===== config.mk =====
export PLATFORM = sky130hd
export DESIGN_NAME = fpa_front
export DESIGN_NICKNAME = d
export VERILOG_FILES = /design/src/hdl/fpa_pkg.sv /design/src/hdl/fpa_front.sv
export SDC_FILE = /design/constraint.sdc
export NUM_CORES = 2
export LEC_CHECK = 0
export ABC_AREA = 0
export BUFFER_PORTS_ARGS = -buffer_cell sky130_fd_sc_hd__buf_2
export CORE_UTILIZATION = 30
export DETAILED_ROUTE_END_ITERATION = 7
export SLEW_MARGIN = 25
export SYNTH_ARGS = -nofsm -noshare
export SYNTH_HDL_FRONTEND = slang
export SYNTH_SLANG_ARGS = --single-unit

===== constraint.sdc =====
create_clock -name clock -period 14.08 [get_ports clock]
set_input_delay 1.408 -clock clock [delete_from_list [all_inputs] [get_ports clock]]
set_output_delay 1.408 -clock clock [all_outputs]
set_load 0.005 [all_outputs]

===== src/hdl/fpa_pkg.sv =====
// fpa_pkg: shared types, constants and op codes for the fixed-point alu
// depends on nothing
`timescale 1ns / 1ps
package fpa_pkg;
   localparam int FRACTION_BITS = 8;
   localparam int WORD_W = 32;
   localparam int NUM_W = WORD_W + FRACTION_BITS;  // dividend magnitude width
   localparam int MAG_W = 64;                      // product magnitude width
   localparam int NUM_CELLS = NUM_W;               // one quotient bit per cell

   typedef enum logic [3:0] {
      OP_ADD = 4'd0, OP_SUB = 4'd1, OP_MUL = 4'd2, OP_DIV = 4'd3,
      OP_LT = 4'd4, OP_LE = 4'd5, OP_GT = 4'd6, OP_GE = 4'd7,
      OP_EQ = 4'd8, OP_NE = 4'd9, OP_INC = 4'd10, OP_DEC = 4'd11,
      OP_MIN = 4'd12, OP_MAX = 4'd13, OP_TO_INT = 4'd14, OP_FROM_INT = 4'd15
   } op_type;

   typedef enum logic [1:0] {
      ST_OK = 2'd0, ST_OVERFLOW = 2'd1, ST_DIV_ZERO = 2'd2
   } status_type;

   // data handed from one cell to the next
   typedef struct packed {
      logic               valid;
      logic               is_div;   // final result comes from the quotient
      logic               neg;      // sign of quotient
      logic               dz;
      logic [NUM_W-1:0]   num;      // dividend bits, shifted out msb first
      logic [WORD_W-1:0]  den;
      logic [WORD_W:0]    rem;      // partial remainder
      logic [NUM_W-1:0]   quo;
      logic [WORD_W-1:0]  res;      // precomputed result for other ops
      logic               cond;
      status_type         status;
   } cell_type;
endpackage


===== src/hdl/fpa_front.sv =====
// fpa_front: decodes an operation and computes every non-divide result
// depends on fpa_pkg
`timescale 1ns / 1ps
module fpa_front (
   input  logic                 clock,
   input  logic                 reset,
   input  logic                 advance,
   input  logic                 in_valid,
   input  fpa_pkg::op_type      op,
   input  logic signed [31:0]   a,
   input  logic signed [31:0]   b,
   output fpa_pkg::cell_type    cell_out
);
   import fpa_pkg::*;

   // product is registered before rounding
   logic signed [63:0] prod_ff, prod_in;
   cell_type           stg_ff, stg_in;
   cell_type           out_c;
   logic               is_mul_ff;
   logic [MAG_W-1:0]   pmag;
   logic [MAG_W-1:0]   prnd;

   function automatic logic [WORD_W-1:0] sat_mag(input logic neg, input logic [MAG_W-1:0] mag,
                                               output logic ovf);
      ovf = 1'b0;
      if (neg) begin
         if (mag > MAG_W'(64'h8000_0000)) begin
            ovf = 1'b1;
            return 32'h8000_0000;
         end
         return WORD_W'(~mag + 1'b1);
      end
      if (mag > MAG_W'(64'h7FFF_FFFF)) begin
         ovf = 1'b1;
         return 32'h7FFF_FFFF;
      end
      return mag[WORD_W-1:0];
   endfunction

   function automatic logic [MAG_W-1:0] mag64(input logic signed [MAG_W-1:0] v);
      return v[MAG_W-1] ? MAG_W'(-v) : MAG_W'(v);
   endfunction

   always_comb begin
      logic signed [33:0] s;
      logic               ovf;
      logic [MAG_W-1:0]   ma;
      stg_in = '0;
      s = '0;
      ovf = 1'b0;
      ma = mag64(MAG_W'(a));
      stg_in.valid = in_valid;
      stg_in.status = ST_OK;
      prod_in = MAG_W'(a) * MAG_W'(b);
      unique case (op)
         OP_ADD, OP_SUB, OP_INC, OP_DEC: begin
            unique case (op)
               OP_ADD:  s = 34'(a) + 34'(b);
               OP_SUB:  s = 34'(a) - 34'(b);
               OP_INC:  s = 34'(a) + 34'sd1;
               default: s = 34'(a) - 34'sd1;
            endcase
            stg_in.res = sat_mag(s[33], mag64(MAG_W'(s)), ovf);
         end
         OP_MUL: ;
         OP_DIV: begin
            stg_in.is_div = 1'b1;
            stg_in.neg = a[31] ^ b[31];
            stg_in.dz = (b == 0);
            stg_in.num = NUM_W'(ma) << FRACTION_BITS;
            stg_in.den = WORD_W'(mag64(MAG_W'(b)));
         end
         OP_LT: stg_in.cond = a < b;
         OP_LE: stg_in.cond = a <= b;
         OP_GT: stg_in.cond = a > b;
         OP_GE: stg_in.cond = a >= b;
         OP_EQ: stg_in.cond = a == b;
         OP_NE: stg_in.cond = a != b;
         OP_MIN: stg_in.res = (a < b) ? a : b;
         OP_MAX: stg_in.res = (a < b) ? b : a;
         OP_TO_INT: stg_in.res = sat_mag(a[31], ma >> FRACTION_BITS, ovf);
         default: stg_in.res = sat_mag(a[31], ma << FRACTION_BITS, ovf);
      endcase
      if (ovf) stg_in.status = ST_OVERFLOW;
   end

   always_ff @(posedge clock) begin
      if (reset) begin
         stg_ff.valid <= 1'b0;
      end else if (advance) begin
         stg_ff <= stg_in;
         prod_ff <= prod_in;
         is_mul_ff <= (op == OP_MUL);
      end
   end

   // round the registered product, halves away from zero
   always_comb begin
      logic ovf;
      ovf = 1'b0;
      out_c = stg_ff;
      pmag = mag64(prod_ff);
      prnd = (pmag + MAG_W'((64'd1 << FRACTION_BITS) >> 1)) >> FRACTION_BITS;
      if (is_mul_ff) begin
         out_c.res = sat_mag(prod_ff[63], prnd, ovf);
         out_c.status = ovf ? ST_OVERFLOW : ST_OK;
      end
   end

   assign cell_out = out_c;
endmodule


==> metrics.md <==
| Metric | Value |
|---|---|
| Critical Path End Type | `flop` |
| Status | `completed` |
| Hold WC Path Type | `flop to flop` |
| Fmax | `90.5 MHz` |
| Overflow after GRT | `0` |
| TNS Setup | `0 ps` |
| Distinct cells, synth | `97` |
| FF-to-FF End | `cell_out[183]` |
| Num CTS Buffers | `17` |
| Layout cells sized above 1 | `6.04%` |
| CTS tree | `built` |
| Final clock skew | `0 ps` |
| Routed Wire Length | `about 220 mm` |
| Final Hold Viols | `0` |
| Htree depth | `4` |
| Setup crit start | `a[11]` |
| CP most frequent cell | `fa_1` |
| Period utilisation layout | `78.5%` |
| Horiz. Die Dim | `442 µm` |
| Area of the multi-input gates | `46300 µm²` |
| Vias post-DR | `49500` |
| Final Max Tran Viols | `0` |
| Core Area | `192000 µm²` |
| Main synth FF type | `edfxtp_1` |
| Cell area after synthesis | `approximately 58000 µm²` |
| Critical Path RT | `14340 ps` |
| Syn. warnings | `0` |
| Max_cap viols | `0` |
| Full die area | `195000 µm²` |
| Synth Area per Inst | `around 8.4 µm²` |
| Via density | `between 5 and 6` |
| 1st-pass router iterations | `6` |
| Crit-path slowest cell | `o41ai_1` |
| Unrepaired setup endpoints after global routing | `false` |
| Cells on worst reg2reg path | `2` |
| First-pass GRT wire length | `323 mm` |
| Reg-to-Reg Start | `cell_out[183]` |
| FFs w/ async S/R, synth | `0%` |
| WP data arrival | `11310 ps` |
| Clock transition at path regs | `120 ps` |
| DP HPWL | `167 mm` |
| Starting Density | `30.2%` |
| Syn-to-layout area delta | `5.49%` |
| Syn Inst Count | `6927` |
| Starting DRT DRC Count | `4812` |
| CTS root buffer | `clkbuf_16` |
| Post_cts resized | `0` |
| Nets | `8201` |
| FF+latch count, synth | `167` |
| Max-slew headroom at the worst pin | `about 26%` |
| Worst-margin pin slew | `1090 ps` |
| Largest stage delay, worst path | `about 890 ps` |
| M1 WL | `82.2 mm` |
| Number of global-route vias before repair | `50200` |
| Die H | `442 µm` |
| Register-to-register setup slack | `13480 ps` |
| Initial antenna violation count | `18` |
| Max Fanout on Critical Path | `21` |
| Path type of the worst setup path | `input port to flop` |
| Top Ports | `256` |
| Highest metal used | `met5` |
| PortBufs | `173` |
| WL/cell | `23.2 µm` |
| Total GRT Usage | `22.0%` |
| Number of hold buffers added after CTS | `0` |
| Register area share after synthesis | `under 10%` |
| Most common cell after layout, fill and taps aside | `inv_1` |
| Routed Antenna Nets | `0` |
| Post-CTS setup buffer count | `0` |
| Worst skew pair latency | `530 ps` |
| EDFF count, synth | `166` |
| Sequential cell area | `5000 µm²` |
| Largest net degree at the start of global routing | `73` |
| GPL Wtd Cong | `0.999` |
| Setup crit start kind | `input port` |
| CTS max path bufs | `2` |
| Tmin final | `11050 ps` |
| Sink Count | `167` |
| Met2 WL post-DR | `99.9 mm` |
| Final setup vio count | `0` |
| DR DRC count | `0` |
| Worst setup endpoint | `prod_ff[62]` |
| Rows | `161` |
| Final-layout fill cell count | `just over 20000` |
| Most frequent cells in the layout | `1195 x inv_1, 1083 x fa_1, 982 x nand2_1` |
| Detailed-routed wire length on met3 | `slightly below 20 mm` |
==> worst max-delay path: cells and delay by family <==
kind | cells | cell delay [ps]
adders and majority gates | 10 | 4540
AOI/OAI and AO/OA | 13 | 4080
xor gates and xnor gates | 1 | 80
buffers and inverters | 5 | 1160
==> kinds of logic (layout without fill, tap and decap cells) <==
kind of cell / Yosys count / after routing / synth area share (%)
AND/OR/NAND/NOR: 2249 / 2249 / 18.1
adder cells (fa/ha/maj): 1376 / 1376 / 43.6
multiplexers: 55 / 55 / 0.986
other: 1 / 90 / 0.00646
flip-flops: 167 / 167 / 8.62
XOR/XNOR: 354 / 354 / 5.34
buffers and inverters: 1755 / 1514 / 12.4
AO/OA/AOI/OAI: 970 / 970 / 11.0
==> how the worst min path moves through the flow <==
stage | to | depth (start not counted) | slack [ps] | startpoint
floorplan | cell_out[183] | 2 | 460 | cell_out[183]
global placement | cell_out[183] | 2 | 470 | cell_out[183]
detailed placement | cell_out[183] | 2 | 510 | cell_out[183]
CTS | cell_out[183] | 2 | 540 | cell_out[183]
global route | cell_out[183] | 2 | 580 | cell_out[183]
finish | cell_out[183] | 2 | 520 | cell_out[183]
==> layout make-up <==
cell class / instances / share of cell area [%]
multi-input combinational: 5086 / 75.5
sequential: 167 / 8.17
antenna: 8 / 0.0327
timing repair buffer: 279 / 2.72
clock inverter: 15 / 0.345
inverter: 1203 / 7.37
tap: 2526 / 5.16
clock buffer: 17 / 0.694
==> through the flow <==
stage | hold slack, ps | instance area, µm² | instances | util, % | setup WS (ps)
floorplan | 462 | 58400 | 7008 | - | 2920
global placement | 469 | 60600 | 9260 | 31.5 | 2540
detailed placement | 513 | 60600 | 9260 | 31.5 | 2580
CTS | 542 | 61300 | 9292 | 31.8 | 3090
global route | 585 | 61300 | 9296 | 31.8 | 2450
finish | 519 | 61300 | 9301 | 31.9 | 3030
==> cell usage after synthesis (12+ instances only) <==
| cell type | n | area share (%) |
|---|---|---|
| o22a_1 | 12 | 0.18 |
| or2_2 | 33 | 0.36 |
| or4_1 | 36 | 0.47 |
| xor2_1 | 114 | 1.7 |
| o211ai_1 | 21 | 0.27 |
| edfxtp_1 | 166 | 8.6 |
| o221ai_1 | 22 | 0.33 |
| inv_1 | 1195 | 7.7 |
| a211oi_1 | 39 | 0.50 |
| nand4_1 | 57 | 0.61 |
| and3_1 | 49 | 0.53 |
| a21oi_1 | 258 | 2.2 |
| a21o_1 | 80 | 1.0 |
| mux2_2 | 18 | 0.35 |
| o21ai_1 | 14 | 0.12 |
| nand3_1 | 77 | 0.66 |
| xnor2_1 | 240 | 3.6 |
| buf_1 | 61 | 0.39 |
| nand2b_1 | 64 | 0.69 |
| a22oi_1 | 17 | 0.22 |
| clkbuf_1 | 324 | 2.1 |
| o21ai_0 | 188 | 1.6 |
| o21bai_1 | 19 | 0.25 |
| a221oi_1 | 13 | 0.20 |
| buf_4 | 151 | 2.0 |
| o21a_1 | 26 | 0.34 |
| mux2i_1 | 37 | 0.64 |
| a31oi_1 | 35 | 0.38 |
| ha_1 | 291 | 6.3 |
| nor3_1 | 93 | 0.80 |
| nor2_1 | 453 | 2.9 |
| nor2b_1 | 34 | 0.37 |
| and2_1 | 223 | 2.4 |
| buf_2 | 15 | 0.13 |
| nor4_1 | 37 | 0.40 |
| fa_1 | 1084 | 37 |
| o22ai_1 | 21 | 0.23 |
| or3_1 | 42 | 0.45 |
| nand2_1 | 982 | 6.3 |
| o41ai_1 | 22 | 0.33 |
| o31ai_1 | 46 | 0.59 |
==> metal layers <==
| metal | track usage (%) | vias to the layer above |
|---|---|---|
| li1 | - | 21400 |
| met1 | 27.2 | 25200 |
| met2 | 35.6 | 2380 |
| met3 | 4.62 | 543 |
| met4 | 12.6 | 14 |
| met5 | 0 | - |
==> sequential cells by signal, indices dropped and copies added (netlist names) <==
signal	count
prod_ff	64
stg_ff	33
cell_out	69
is_mul_ff	1
Power is not shown: default switching activity piles up to over one toggle a cycle in this logic, so the estimate is an artifact.
