==> src/hdl/fpa_pkg.sv <==
// fpa_pkg: shared types, constants and op codes for the fixed-point alu
// depends on nothing
`timescale 1ns / 1ps
package fpa_pkg;
   localparam int FRACTION_BITS = 8;
   localparam int WORD_W = 32;
   localparam int NUM_W = WORD_W + FRACTION_BITS;  // dividend magnitude width
   localparam int MAG_W = 64;                      // product magnitude width
   localparam int NUM_CELLS = NUM_W;               // one quotient bit per cell

   typedef enum logic [3:0] {
      OP_ADD = 4'd0, OP_SUB = 4'd1, OP_MUL = 4'd2, OP_DIV = 4'd3,
      OP_LT = 4'd4, OP_LE = 4'd5, OP_GT = 4'd6, OP_GE = 4'd7,
      OP_EQ = 4'd8, OP_NE = 4'd9, OP_INC = 4'd10, OP_DEC = 4'd11,
      OP_MIN = 4'd12, OP_MAX = 4'd13, OP_TO_INT = 4'd14, OP_FROM_INT = 4'd15
   } op_type;

   typedef enum logic [1:0] {
      ST_OK = 2'd0, ST_OVERFLOW = 2'd1, ST_DIV_ZERO = 2'd2
   } status_type;

   // data handed from one cell to the next
   typedef struct packed {
      logic               valid;
      logic               is_div;   // final result comes from the quotient
      logic               neg;      // sign of quotient
      logic               dz;
      logic [NUM_W-1:0]   num;      // dividend bits, shifted out msb first
      logic [WORD_W-1:0]  den;
      logic [WORD_W:0]    rem;      // partial remainder
      logic [NUM_W-1:0]   quo;
      logic [WORD_W-1:0]  res;      // precomputed result for other ops
      logic               cond;
      status_type         status;
   } cell_type;
endpackage

==> src/hdl/fpa_div_cell.sv <==
// fpa_div_cell: one restoring-division step, producing one quotient bit
// depends on fpa_pkg
`timescale 1ns / 1ps
module fpa_div_cell (
   input  logic              clock,
   input  logic              reset,
   input  logic              advance,
   input  fpa_pkg::cell_type cell_in,
   output fpa_pkg::cell_type cell_out
);
   import fpa_pkg::*;

   cell_type cell_ff, cell_in_c;

   always_comb begin
      logic [WORD_W:0] trial;
      cell_in_c = cell_in;
      trial = {cell_in.rem[WORD_W-1:0], cell_in.num[NUM_W-1]};
      cell_in_c.num = cell_in.num << 1;
      if (cell_in.is_div && trial >= {1'b0, cell_in.den}) begin
         cell_in_c.rem = trial - {1'b0, cell_in.den};
         cell_in_c.quo = {cell_in.quo[NUM_W-2:0], 1'b1};
      end else begin
         cell_in_c.rem = trial;
         cell_in_c.quo = {cell_in.quo[NUM_W-2:0], 1'b0};
      end
   end

   always_ff @(posedge clock) begin
      if (reset) begin
         cell_ff.valid <= 1'b0;
      end else if (advance) begin
         cell_ff <= cell_in_c;
      end
   end

   assign cell_out = cell_ff;
endmodule

==> config.mk <==
export PLATFORM = sky130hd
export DESIGN_NAME = fpa_div_cell
export DESIGN_NICKNAME = d
export VERILOG_FILES = /design/src/hdl/fpa_pkg.sv /design/src/hdl/fpa_div_cell.sv
export SDC_FILE = /design/constraint.sdc
export NUM_CORES = 1
export LEC_CHECK = 0
export CORE_AREA = 2 2 145 147
export DETAILED_ROUTE_END_ITERATION = 8
export DIE_AREA = 0 0 147 149
export DONT_BUFFER_PORTS = 1
export PLACE_DENSITY = 0.5
export SYNTH_ARGS = -nofsm -noshare
export SYNTH_HDL_FRONTEND = slang
export SYNTH_SLANG_ARGS = --single-unit
==> constraint.sdc <==
create_clock -name clock -period 21 [get_ports clock]
set_clock_uncertainty 0.1 [all_clocks]
set_input_delay 3.15 -clock clock [delete_from_list [all_inputs] [get_ports clock]]
set_output_delay 3.15 -clock clock [all_outputs]
set_load 0.01 [all_outputs]
==> results of run 1 <==
## path summary, 6_finish.rpt
| check | start | to | slack, ns |
|---|---|---|---|
| hold / removal | cell_out[183]$_SDFFE_PP0P_ | cell_out[183]$_SDFFE_PP0P_ | 0.47 |
| setup / recovery | cell_in[123] | cell_out[105]$_DFFE_PP_ | 15.17 |
| hold reg to reg | cell_out[183]$_SDFFE_PP0P_ | cell_out[183]$_SDFFE_PP0P_ | 0.47 |
| setup reg to reg | cell_out[183]$_SDFFE_PP0P_ | cell_out[183]$_SDFFE_PP0P_ | 20.27 |
## synthesized netlist by cell type (4+ instances only)
cell type,number
sky130_fd_sc_hd__edfxtp_1,182
sky130_fd_sc_hd__a211oi_1,6
sky130_fd_sc_hd__a21o_1,13
sky130_fd_sc_hd__nor2_1,14
sky130_fd_sc_hd__nand2b_1,6
sky130_fd_sc_hd__o31ai_1,7
sky130_fd_sc_hd__inv_1,45
sky130_fd_sc_hd__o21a_1,4
sky130_fd_sc_hd__nand2_1,57
sky130_fd_sc_hd__o21ai_0,16
sky130_fd_sc_hd__nor3_1,4
sky130_fd_sc_hd__a31oi_1,4
sky130_fd_sc_hd__xor2_1,12
sky130_fd_sc_hd__clkbuf_1,6
sky130_fd_sc_hd__and3_1,6
sky130_fd_sc_hd__o21bai_1,8
sky130_fd_sc_hd__xnor2_1,13
sky130_fd_sc_hd__nand3_1,11
sky130_fd_sc_hd__o21ai_1,28
sky130_fd_sc_hd__ha_1,32
sky130_fd_sc_hd__and2_1,4
sky130_fd_sc_hd__a21oi_1,36
sky130_fd_sc_hd__nand4_1,7
sky130_fd_sc_hd__buf_2,4
sky130_fd_sc_hd__buf_6,4
## worst register-to-register path, cell delays in order (launching register included)
cell	delay (ns)
sky130_fd_sc_hd__dfxtp_1	0.35
sky130_fd_sc_hd__mux2i_1	0.13
sky130_fd_sc_hd__nor2_1	0.05
## cell type report
| cell class | count | area, um^2 |
|---|---|---|
| multi-input combinational | 317 | 2090 |
| timing repair buffer | 3 | 22.5 |
| clock buffer | 17 | 425 |
| inverter | 46 | 173 |
| tap | 275 | 344 |
| clock inverter | 15 | 189 |
| fill | 1884 | 11800 |
| sequential | 183 | 5490 |
## logic make-up after synthesis
logic type	count (synthesis)	synth area share, %
compound gates	138	10.9
simple gates	118	7.19
other cells	1	0.0478
fa+ha+maj	33	5.36
buf+inv	63	3.60
xor+xnor	25	2.79
flops	183	69.9
mux	2	0.255
## power by group through the flow
stage	Clock [W]	Sequential [W]	Combinational [W]
2_1_floorplan	0	0.000466	0.0000640
3_3_place_gp	0	0.000470	0.0000783
3_5_place_dp	0	0.000469	0.0000789
4_1_cts	0.000337	0.000462	0.0000793
5_1_grt	0.000349	0.000463	0.0000885
6_report	0.000329	0.000460	0.0000788
## per-layer routing
metal,vias up,GRT usage (%),wire length (um),share of wire (%)
met3,24,8.41,2000,9.9
met4,0,5.53,372,1.8
li1,2097,-,-,-
met2,225,30.2,10400,52
met5,-,0,0,0
met1,2137,19.0,7360,37
## through the flow
stage	power, W	std cells	hold WS (ns)
2_1_floorplan	0.000530	563	0.428
3_3_place_gp	0.000548	824	0.445
3_5_place_dp	0.000548	824	0.458
4_1_cts	0.000878	856	0.470
5_1_grt	0.000900	856	0.495
6_report	0.000868	856	0.469
==> flow_results.xml, run 1 <==
<?xml version="1.0" encoding="UTF-8"?>
<metrics>
  <group name="sta">
    <metric name="fin_crit" unit="ns">5.83</metric>
    <metric name="timing.final.max_slew_violations" unit="">0</metric>
    <metric name="finalSetupViolCount" unit="">0</metric>
    <metric name="top_achievable_clock_speed" unit="MHz">172</metric>
    <metric name="max_slew.worst_pin.slew" unit="ns">1.07</metric>
    <metric name="final_critical_path_setup_slack" unit="ns">15.17</metric>
    <metric name="finalSetupTns" unit="ns">0</metric>
    <metric name="final.period_utilization" unit="%">27.8</metric>
    <metric name="slew_headroom" unit="%">28.5</metric>
    <metric name="hold_viol_final" unit="">0</metric>
    <metric name="grt_setup_unrepaired" unit="">false</metric>
  </group>
  <group name="final_layout">
    <metric name="area_delta_synth_final" unit="%">11.2</metric>
    <metric name="layout.cells.most_common_list" unit="">sky130_fd_sc_hd__edfxtp_1, sky130_fd_sc_hd__nand2_1, sky130_fd_sc_hd__inv_1, sky130_fd_sc_hd__a21oi_1, sky130_fd_sc_hd__ha_1</metric>
    <metric name="utilization" unit="%">42.4</metric>
    <metric name="largest_register_ff_count" unit="">183</metric>
    <metric name="post_route_cells_drive_above_1_share" unit="%">6.54</metric>
    <metric name="num-nets-final" unit="">788</metric>
    <metric name="mostFrequentLayoutCell" unit="">sky130_fd_sc_hd__edfxtp_1</metric>
    <metric name="finalInstanceArea" unit="mm^2">0.00873</metric>
    <metric name="diodes" unit="">0</metric>
  </group>
  <group name="floorplan">
    <metric name="starting_density" unit="%">38.2</metric>
    <metric name="design.portCount" unit="">371</metric>
    <metric name="die_width" unit="um">147</metric>
    <metric name="die_area" unit="mm^2">0.0219</metric>
    <metric name="core_area" unit="mm^2">0.0206</metric>
    <metric name="floorplan.die.height" unit="um">149</metric>
    <metric name="rows" unit="">53</metric>
  </group>
  <group name="worst_setup_path">
    <metric name="max_stage_delay" unit="ns">0.54</metric>
    <metric name="worst-endpoint-arrival" unit="ns">5.92</metric>
    <metric name="timing_worst_setup_path_type" unit="">input port to flop</metric>
    <metric name="path_cells" unit="">inv_1 -&gt; ha_1 -&gt; nand4_1 -&gt; nor3_1 -&gt; nand4_1 -&gt; o211ai_1 -&gt; a41o_1 -&gt; nand3_4 -&gt; and2_1 -&gt; a31o_1</metric>
    <metric name="timing.critical_path.from_type" unit="">input port</metric>
    <metric name="critical-path-slowest-cell" unit="">sky130_fd_sc_hd__nand3_4</metric>
    <metric name="cp_common_cell" unit="">sky130_fd_sc_hd__nand4_1</metric>
    <metric name="cp_num_buf_inv" unit="">1</metric>
    <metric name="critical_path.top_delay_family" unit="">simple AND/OR/NAND/NOR gates</metric>
    <metric name="worstSetupEndpointType" unit="">flop</metric>
    <metric name="worst_r2r_path_depth" unit="">2</metric>
    <metric name="cell_count_along_the_critical_path" unit="">10</metric>
    <metric name="worstPathMaxFanout" unit="">64</metric>
    <metric name="crit_required" unit="ns">21.09</metric>
  </group>
  <group name="routing">
    <metric name="drt_pass1_iterations" unit="">6</metric>
    <metric name="avgRoutedWirePerCell" unit="um">23.6</metric>
    <metric name="wl" unit="mm">20.2</metric>
    <metric name="detail_route.iter0.violations" unit="">263</metric>
    <metric name="drc_errors" unit="">0</metric>
    <metric name="post_drt_via_cell_ratio" unit="">5.24</metric>
    <metric name="via_count_of_the_routed_design" unit="">4483</metric>
    <metric name="antenna_left" unit="">0</metric>
  </group>
  <group name="clock_network">
    <metric name="tritoncts" unit="">done</metric>
    <metric name="clk_root_buffer_cell" unit="">sky130_fd_sc_hd__clkbuf_16</metric>
    <metric name="cts.sink_count" unit="">183</metric>
    <metric name="path_clk_slew" unit="ns">0.07</metric>
    <metric name="clkLatencyLatePin" unit="ns">0.42</metric>
    <metric name="cts_buf_count" unit="">17</metric>
    <metric name="cts.hold.buffers_added" unit="">0</metric>
    <metric name="clock_tree.buffer_depth" unit="">2</metric>
    <metric name="cts.repair_timing.setup_buffer_count" unit="">0</metric>
    <metric name="cts_repair_resize_count" unit="">0</metric>
    <metric name="cts_max_level" unit="">4</metric>
  </group>
  <group name="global_routing">
    <metric name="number_of_antenna_violations_at_the_first_check_in_global_routing" unit="">0</metric>
    <metric name="congestion_overflow_gr" unit="">0</metric>
    <metric name="maximum_number_of_pins_on_one_net_before_global_route_repair" unit="">88</metric>
    <metric name="track_usage" unit="%">17.4</metric>
    <metric name="grt_first_pass_wirelength" unit="mm">27.9</metric>
    <metric name="first_global_vias" unit="">4385</metric>
  </group>
  <group name="synthesis">
    <metric name="netlist_top_cells_area" unit="">sky130_fd_sc_hd__edfxtp_1, sky130_fd_sc_hd__ha_1, sky130_fd_sc_hd__nand2_1, sky130_fd_sc_hd__a21oi_1, sky130_fd_sc_hd__inv_1</metric>
    <metric name="mappedNetlistNets" unit="">783</metric>
    <metric name="synth_top_area_cell" unit="">sky130_fd_sc_hd__edfxtp_1</metric>
    <metric name="synthFlopType" unit="">sky130_fd_sc_hd__edfxtp_1</metric>
    <metric name="synth_edf_count" unit="">182</metric>
    <metric name="synthCells" unit="">563</metric>
    <metric name="ys_types" unit="">51</metric>
    <metric name="syn_avg_cell_area" unit="um^2">13.9</metric>
    <metric name="yosysWarnings" unit="">0</metric>
    <metric name="synth_seq_cells" unit="">183</metric>
    <metric name="asyncSetResetFlopFracSynth" unit="%">0</metric>
    <metric name="synth-seq-area-share" unit="%">69.9</metric>
    <metric name="netlist.area_leader.share" unit="%">69.6</metric>
    <metric name="synthesized_area" unit="mm^2">0.00785</metric>
  </group>
  <group name="power_and_ir_drop">
    <metric name="sequentialPowerShare" unit="%">53.0</metric>
    <metric name="power_dissipated_by_switching_net_loads" unit="W">0.000233</metric>
    <metric name="irDropWorstVdd" unit="uV">52.1</metric>
    <metric name="combinationalPowerShare" unit="%">9.1</metric>
    <metric name="internal_power_component" unit="W">0.000635</metric>
    <metric name="share_clk_of_total_power" unit="%">37.9</metric>
    <metric name="powerDensity" unit="mW/mm^2">99.5</metric>
    <metric name="power.switching_fraction" unit="%">26.9</metric>
    <metric name="power_leakage" unit="nW">3.21</metric>
  </group>
  <group name="min_path">
    <metric name="min_delay_path_depth" unit="">2</metric>
    <metric name="kind_of_path_behind_the_tightest_hold_check" unit="">flop to flop</metric>
  </group>
  <group name="outcome">
    <metric name="run_status" unit="">finished clean</metric>
  </group>
  <group name="placed_design">
    <metric name="finalWeightedCongestion" unit="">0.837</metric>
    <metric name="detailedPlacementHpwl" unit="mm">15.4</metric>
    <metric name="pre_cts_ws" unit="ns">14.64</metric>
    <metric name="postPlaceCellArea" unit="mm^2">0.00811</metric>
    <metric name="placement.io_buffers" unit="">0</metric>
  </group>
  <group name="flow_run">
    <metric name="drv.max_cap_violation_count" unit="">0</metric>
  </group>
</metrics>
(Power assumes the default switching activity.)
==> run 2: changes to the inputs <==
==> constraint.sdc (replaced) <==
create_clock -name clock -period 5.9 [get_ports clock]
set_clock_uncertainty 0.1 [all_clocks]
set_input_delay 0.885 -clock clock [delete_from_list [all_inputs] [get_ports clock]]
set_output_delay 0.885 -clock clock [all_outputs]
set_load 0.01 [all_outputs]
==> run 2 against run 1 <==
Die area is the same. Wire length grew 1.6%. Flip-flop and latch count is the same. Core utilization grew 0.055 points. Hold slack lost 0.057 ns. First-iteration DRC count shrank 0.76%. Count of clock-buffer cells in the layout is the same. Final cell count shrank 0.12%. Design area grew 0.13%.
==> flow_results.xml, run 2 (same netlist as run 1, synthesis figures left out) <==
<?xml version="1.0" encoding="UTF-8"?>
<metrics>
  <group name="clock_network">
    <metric name="clk_root_buffer_cell" unit="">sky130_fd_sc_hd__clkbuf_16</metric>
    <metric name="cts_max_level" unit="">4</metric>
    <metric name="cts.sink_count" unit="">183</metric>
    <metric name="clock_tree.buffer_depth" unit="">2</metric>
    <metric name="cts_buf_count" unit="">17</metric>
    <metric name="cts.repair_timing.setup_buffer_count" unit="">0</metric>
    <metric name="clkLatencyLatePin" unit="ns">0.43</metric>
    <metric name="path_clk_slew" unit="ns">0.08</metric>
    <metric name="tritoncts" unit="">done</metric>
    <metric name="cts_repair_resize_count" unit="">0</metric>
    <metric name="cts.hold.buffers_added" unit="">0</metric>
  </group>
  <group name="global_routing">
    <metric name="congestion_overflow_gr" unit="">0</metric>
    <metric name="maximum_number_of_pins_on_one_net_before_global_route_repair" unit="">106</metric>
    <metric name="grt_first_pass_wirelength" unit="mm">29.0</metric>
    <metric name="gr_met1_demand_resource" unit="%">19.8</metric>
    <metric name="grt.met2_usage" unit="%">31.0</metric>
    <metric name="number_of_antenna_violations_at_the_first_check_in_global_routing" unit="">2</metric>
    <metric name="grt_util_met3" unit="%">9.42</metric>
    <metric name="track_usage" unit="%">18.1</metric>
    <metric name="first_global_vias" unit="">4473</metric>
    <metric name="gr-max-usage-layer" unit="">met2</metric>
  </group>
  <group name="sta">
    <metric name="max_slew.worst_pin.slew" unit="ns">1.05</metric>
    <metric name="timing.final.max_slew_violations" unit="">0</metric>
    <metric name="finalSetupTns" unit="ns">0</metric>
    <metric name="top_achievable_clock_speed" unit="MHz">285</metric>
    <metric name="final.period_utilization" unit="%">59.4</metric>
    <metric name="hold_viol_final" unit="">0</metric>
    <metric name="finalSetupViolCount" unit="">0</metric>
    <metric name="timing.hold.ws" unit="ns">0.412</metric>
    <metric name="fin_crit" unit="ns">3.51</metric>
    <metric name="slew_headroom" unit="%">29.7</metric>
    <metric name="grt_setup_unrepaired" unit="">false</metric>
  </group>
  <group name="min_path">
    <metric name="kind_of_path_behind_the_tightest_hold_check" unit="">input port to flop</metric>
  </group>
  <group name="final_layout">
    <metric name="area_delta_synth_final" unit="%">11.3</metric>
    <metric name="layout.cells.most_common_list" unit="">sky130_fd_sc_hd__edfxtp_1, sky130_fd_sc_hd__nand2_1, sky130_fd_sc_hd__inv_1, sky130_fd_sc_hd__a21oi_1, sky130_fd_sc_hd__ha_1</metric>
    <metric name="diodes" unit="">0</metric>
    <metric name="post_route_cells_drive_above_1_share" unit="%">6.55</metric>
    <metric name="final.fill_count" unit="">1886</metric>
    <metric name="mostFrequentLayoutCell" unit="">sky130_fd_sc_hd__edfxtp_1</metric>
    <metric name="num-nets-final" unit="">787</metric>
    <metric name="largest_register_ff_count" unit="">183</metric>
  </group>
  <group name="routing">
    <metric name="via_count_of_the_routed_design" unit="">4468</metric>
    <metric name="avgRoutedWirePerCell" unit="um">24.0</metric>
    <metric name="drt_pass1_iterations" unit="">4</metric>
    <metric name="drc_errors" unit="">0</metric>
    <metric name="detail_route.iter0.violations" unit="">261</metric>
    <metric name="wl" unit="mm">20.5</metric>
    <metric name="antenna_left" unit="">0</metric>
    <metric name="post_drt_via_cell_ratio" unit="">5.23</metric>
  </group>
  <group name="power_and_ir_drop">
    <metric name="powerDensity" unit="mW/mm^2">354</metric>
    <metric name="irDropWorstVdd" unit="uV">198</metric>
    <metric name="share_clk_of_total_power" unit="%">37.9</metric>
    <metric name="power.switching_fraction" unit="%">27.8</metric>
    <metric name="power_dissipated_by_switching_net_loads" unit="W">0.000859</metric>
    <metric name="combinationalPowerShare" unit="%">9.1</metric>
    <metric name="internal_power_component" unit="W">0.00223</metric>
    <metric name="sequentialPowerShare" unit="%">53.0</metric>
    <metric name="power_leakage" unit="nW">3.21</metric>
  </group>
  <group name="worst_setup_path">
    <metric name="path_cells" unit="">inv_1 -&gt; ha_1 -&gt; o21ai_0 -&gt; a21oi_1 -&gt; o31ai_1 -&gt; a21oi_1 -&gt; or4_4 -&gt; nand3_4 -&gt; inv_2 -&gt; a31o_1</metric>
    <metric name="worstPathMaxFanout" unit="">64</metric>
    <metric name="crit_required" unit="ns">5.99</metric>
    <metric name="cp_num_buf_inv" unit="">2</metric>
    <metric name="worst-endpoint-arrival" unit="ns">3.59</metric>
    <metric name="critical-path-slowest-cell" unit="">sky130_fd_sc_hd__or4_4</metric>
    <metric name="timing.critical_path.from_type" unit="">input port</metric>
    <metric name="critical_path.top_delay_family" unit="">compound AO/OA/AOI/OAI gates</metric>
    <metric name="worstSetupEndpointType" unit="">flop</metric>
    <metric name="timing_worst_setup_path_type" unit="">input port to flop</metric>
    <metric name="cp_common_cell" unit="">sky130_fd_sc_hd__a21oi_1</metric>
    <metric name="max_stage_delay" unit="ns">0.55</metric>
  </group>
  <group name="floorplan">
    <metric name="starting_density" unit="%">38.2</metric>
    <metric name="die_area" unit="mm^2">0.0219</metric>
    <metric name="die_width" unit="um">147</metric>
    <metric name="floorplan.die.height" unit="um">149</metric>
    <metric name="core_area" unit="mm^2">0.0206</metric>
    <metric name="design.portCount" unit="">371</metric>
    <metric name="rows" unit="">53</metric>
  </group>
  <group name="placed_design">
    <metric name="detailedPlacementHpwl" unit="mm">15.8</metric>
    <metric name="finalWeightedCongestion" unit="">0.841</metric>
    <metric name="placement.io_buffers" unit="">0</metric>
  </group>
  <group name="outcome">
    <metric name="run_status" unit="">finished clean</metric>
  </group>
  <group name="flow_run">
    <metric name="drv.max_cap_violation_count" unit="">0</metric>
  </group>
</metrics>
==> run 2: cell types whose count changed in the layout (fill, tap and decap cells not counted), sizes merged <==
cell	before	now
bufinv	1	0
buf	3	2
inv	52	53
==> run 2: final timing paths <==
kind | slack (ns) | from | endpoint | cells after the start
worst min register to register | 0.47 | cell_out[183]$_SDFFE_PP0P_ | cell_out[183]$_SDFFE_PP0P_ | 2
worst max-delay path | 2.39 | cell_in[110] | cell_out[105]$_DFFE_PP_ | 10
worst min-delay path | 0.41 | reset | cell_out[183]$_SDFFE_PP0P_ | 1
worst max register to register | 5.17 | cell_out[183]$_SDFFE_PP0P_ | cell_out[183]$_SDFFE_PP0P_ | 2
==> run 2: power by group through the flow <==
stage          clock [W]  sequential (W)  combinational, W
3_5_place_dp           0         0.00167          0.000281
5_1_grt          0.00125         0.00165          0.000320
6_report         0.00117         0.00164          0.000280
4_1_cts          0.00120         0.00164          0.000283
2_1_floorplan          0         0.00165          0.000228
3_3_place_gp           0         0.00167          0.000281
==> run 2: per-layer routing <==
metal  part of all wire (%)  vias to the layer above
met3                     10                       20
met1                     37                     2142
met2                     51                      197
li1                       -                     2105
met4                    1.4                        4
met5                   0.12                        -
==> run 2: final cells by class <==
type	instances	area [um^2]	area share, %
well taps	275	344	3.94
inverters	46	173	1.98
clock inverters	15	195	2.23
repair buffers	2	27.5	0.315
flip-flops and latches	183	5490	62.8
multi-input cells	317	2090	23.9
clock buffers	17	425	4.87
==> run 2: per-stage QoR <==
stage	instance area [um^2]	util (%)	std cells	setup WS, ns	total power, W
global placement	8120	39.5	823	1.86	0.00195
CTS	8740	42.5	855	2.33	0.00312
detailed placement	8120	39.5	823	1.87	0.00195
floorplan	7860	-	563	1.75	0.00187
global route	8740	42.5	855	2.12	0.00322
finish	8740	42.5	855	2.39	0.00309
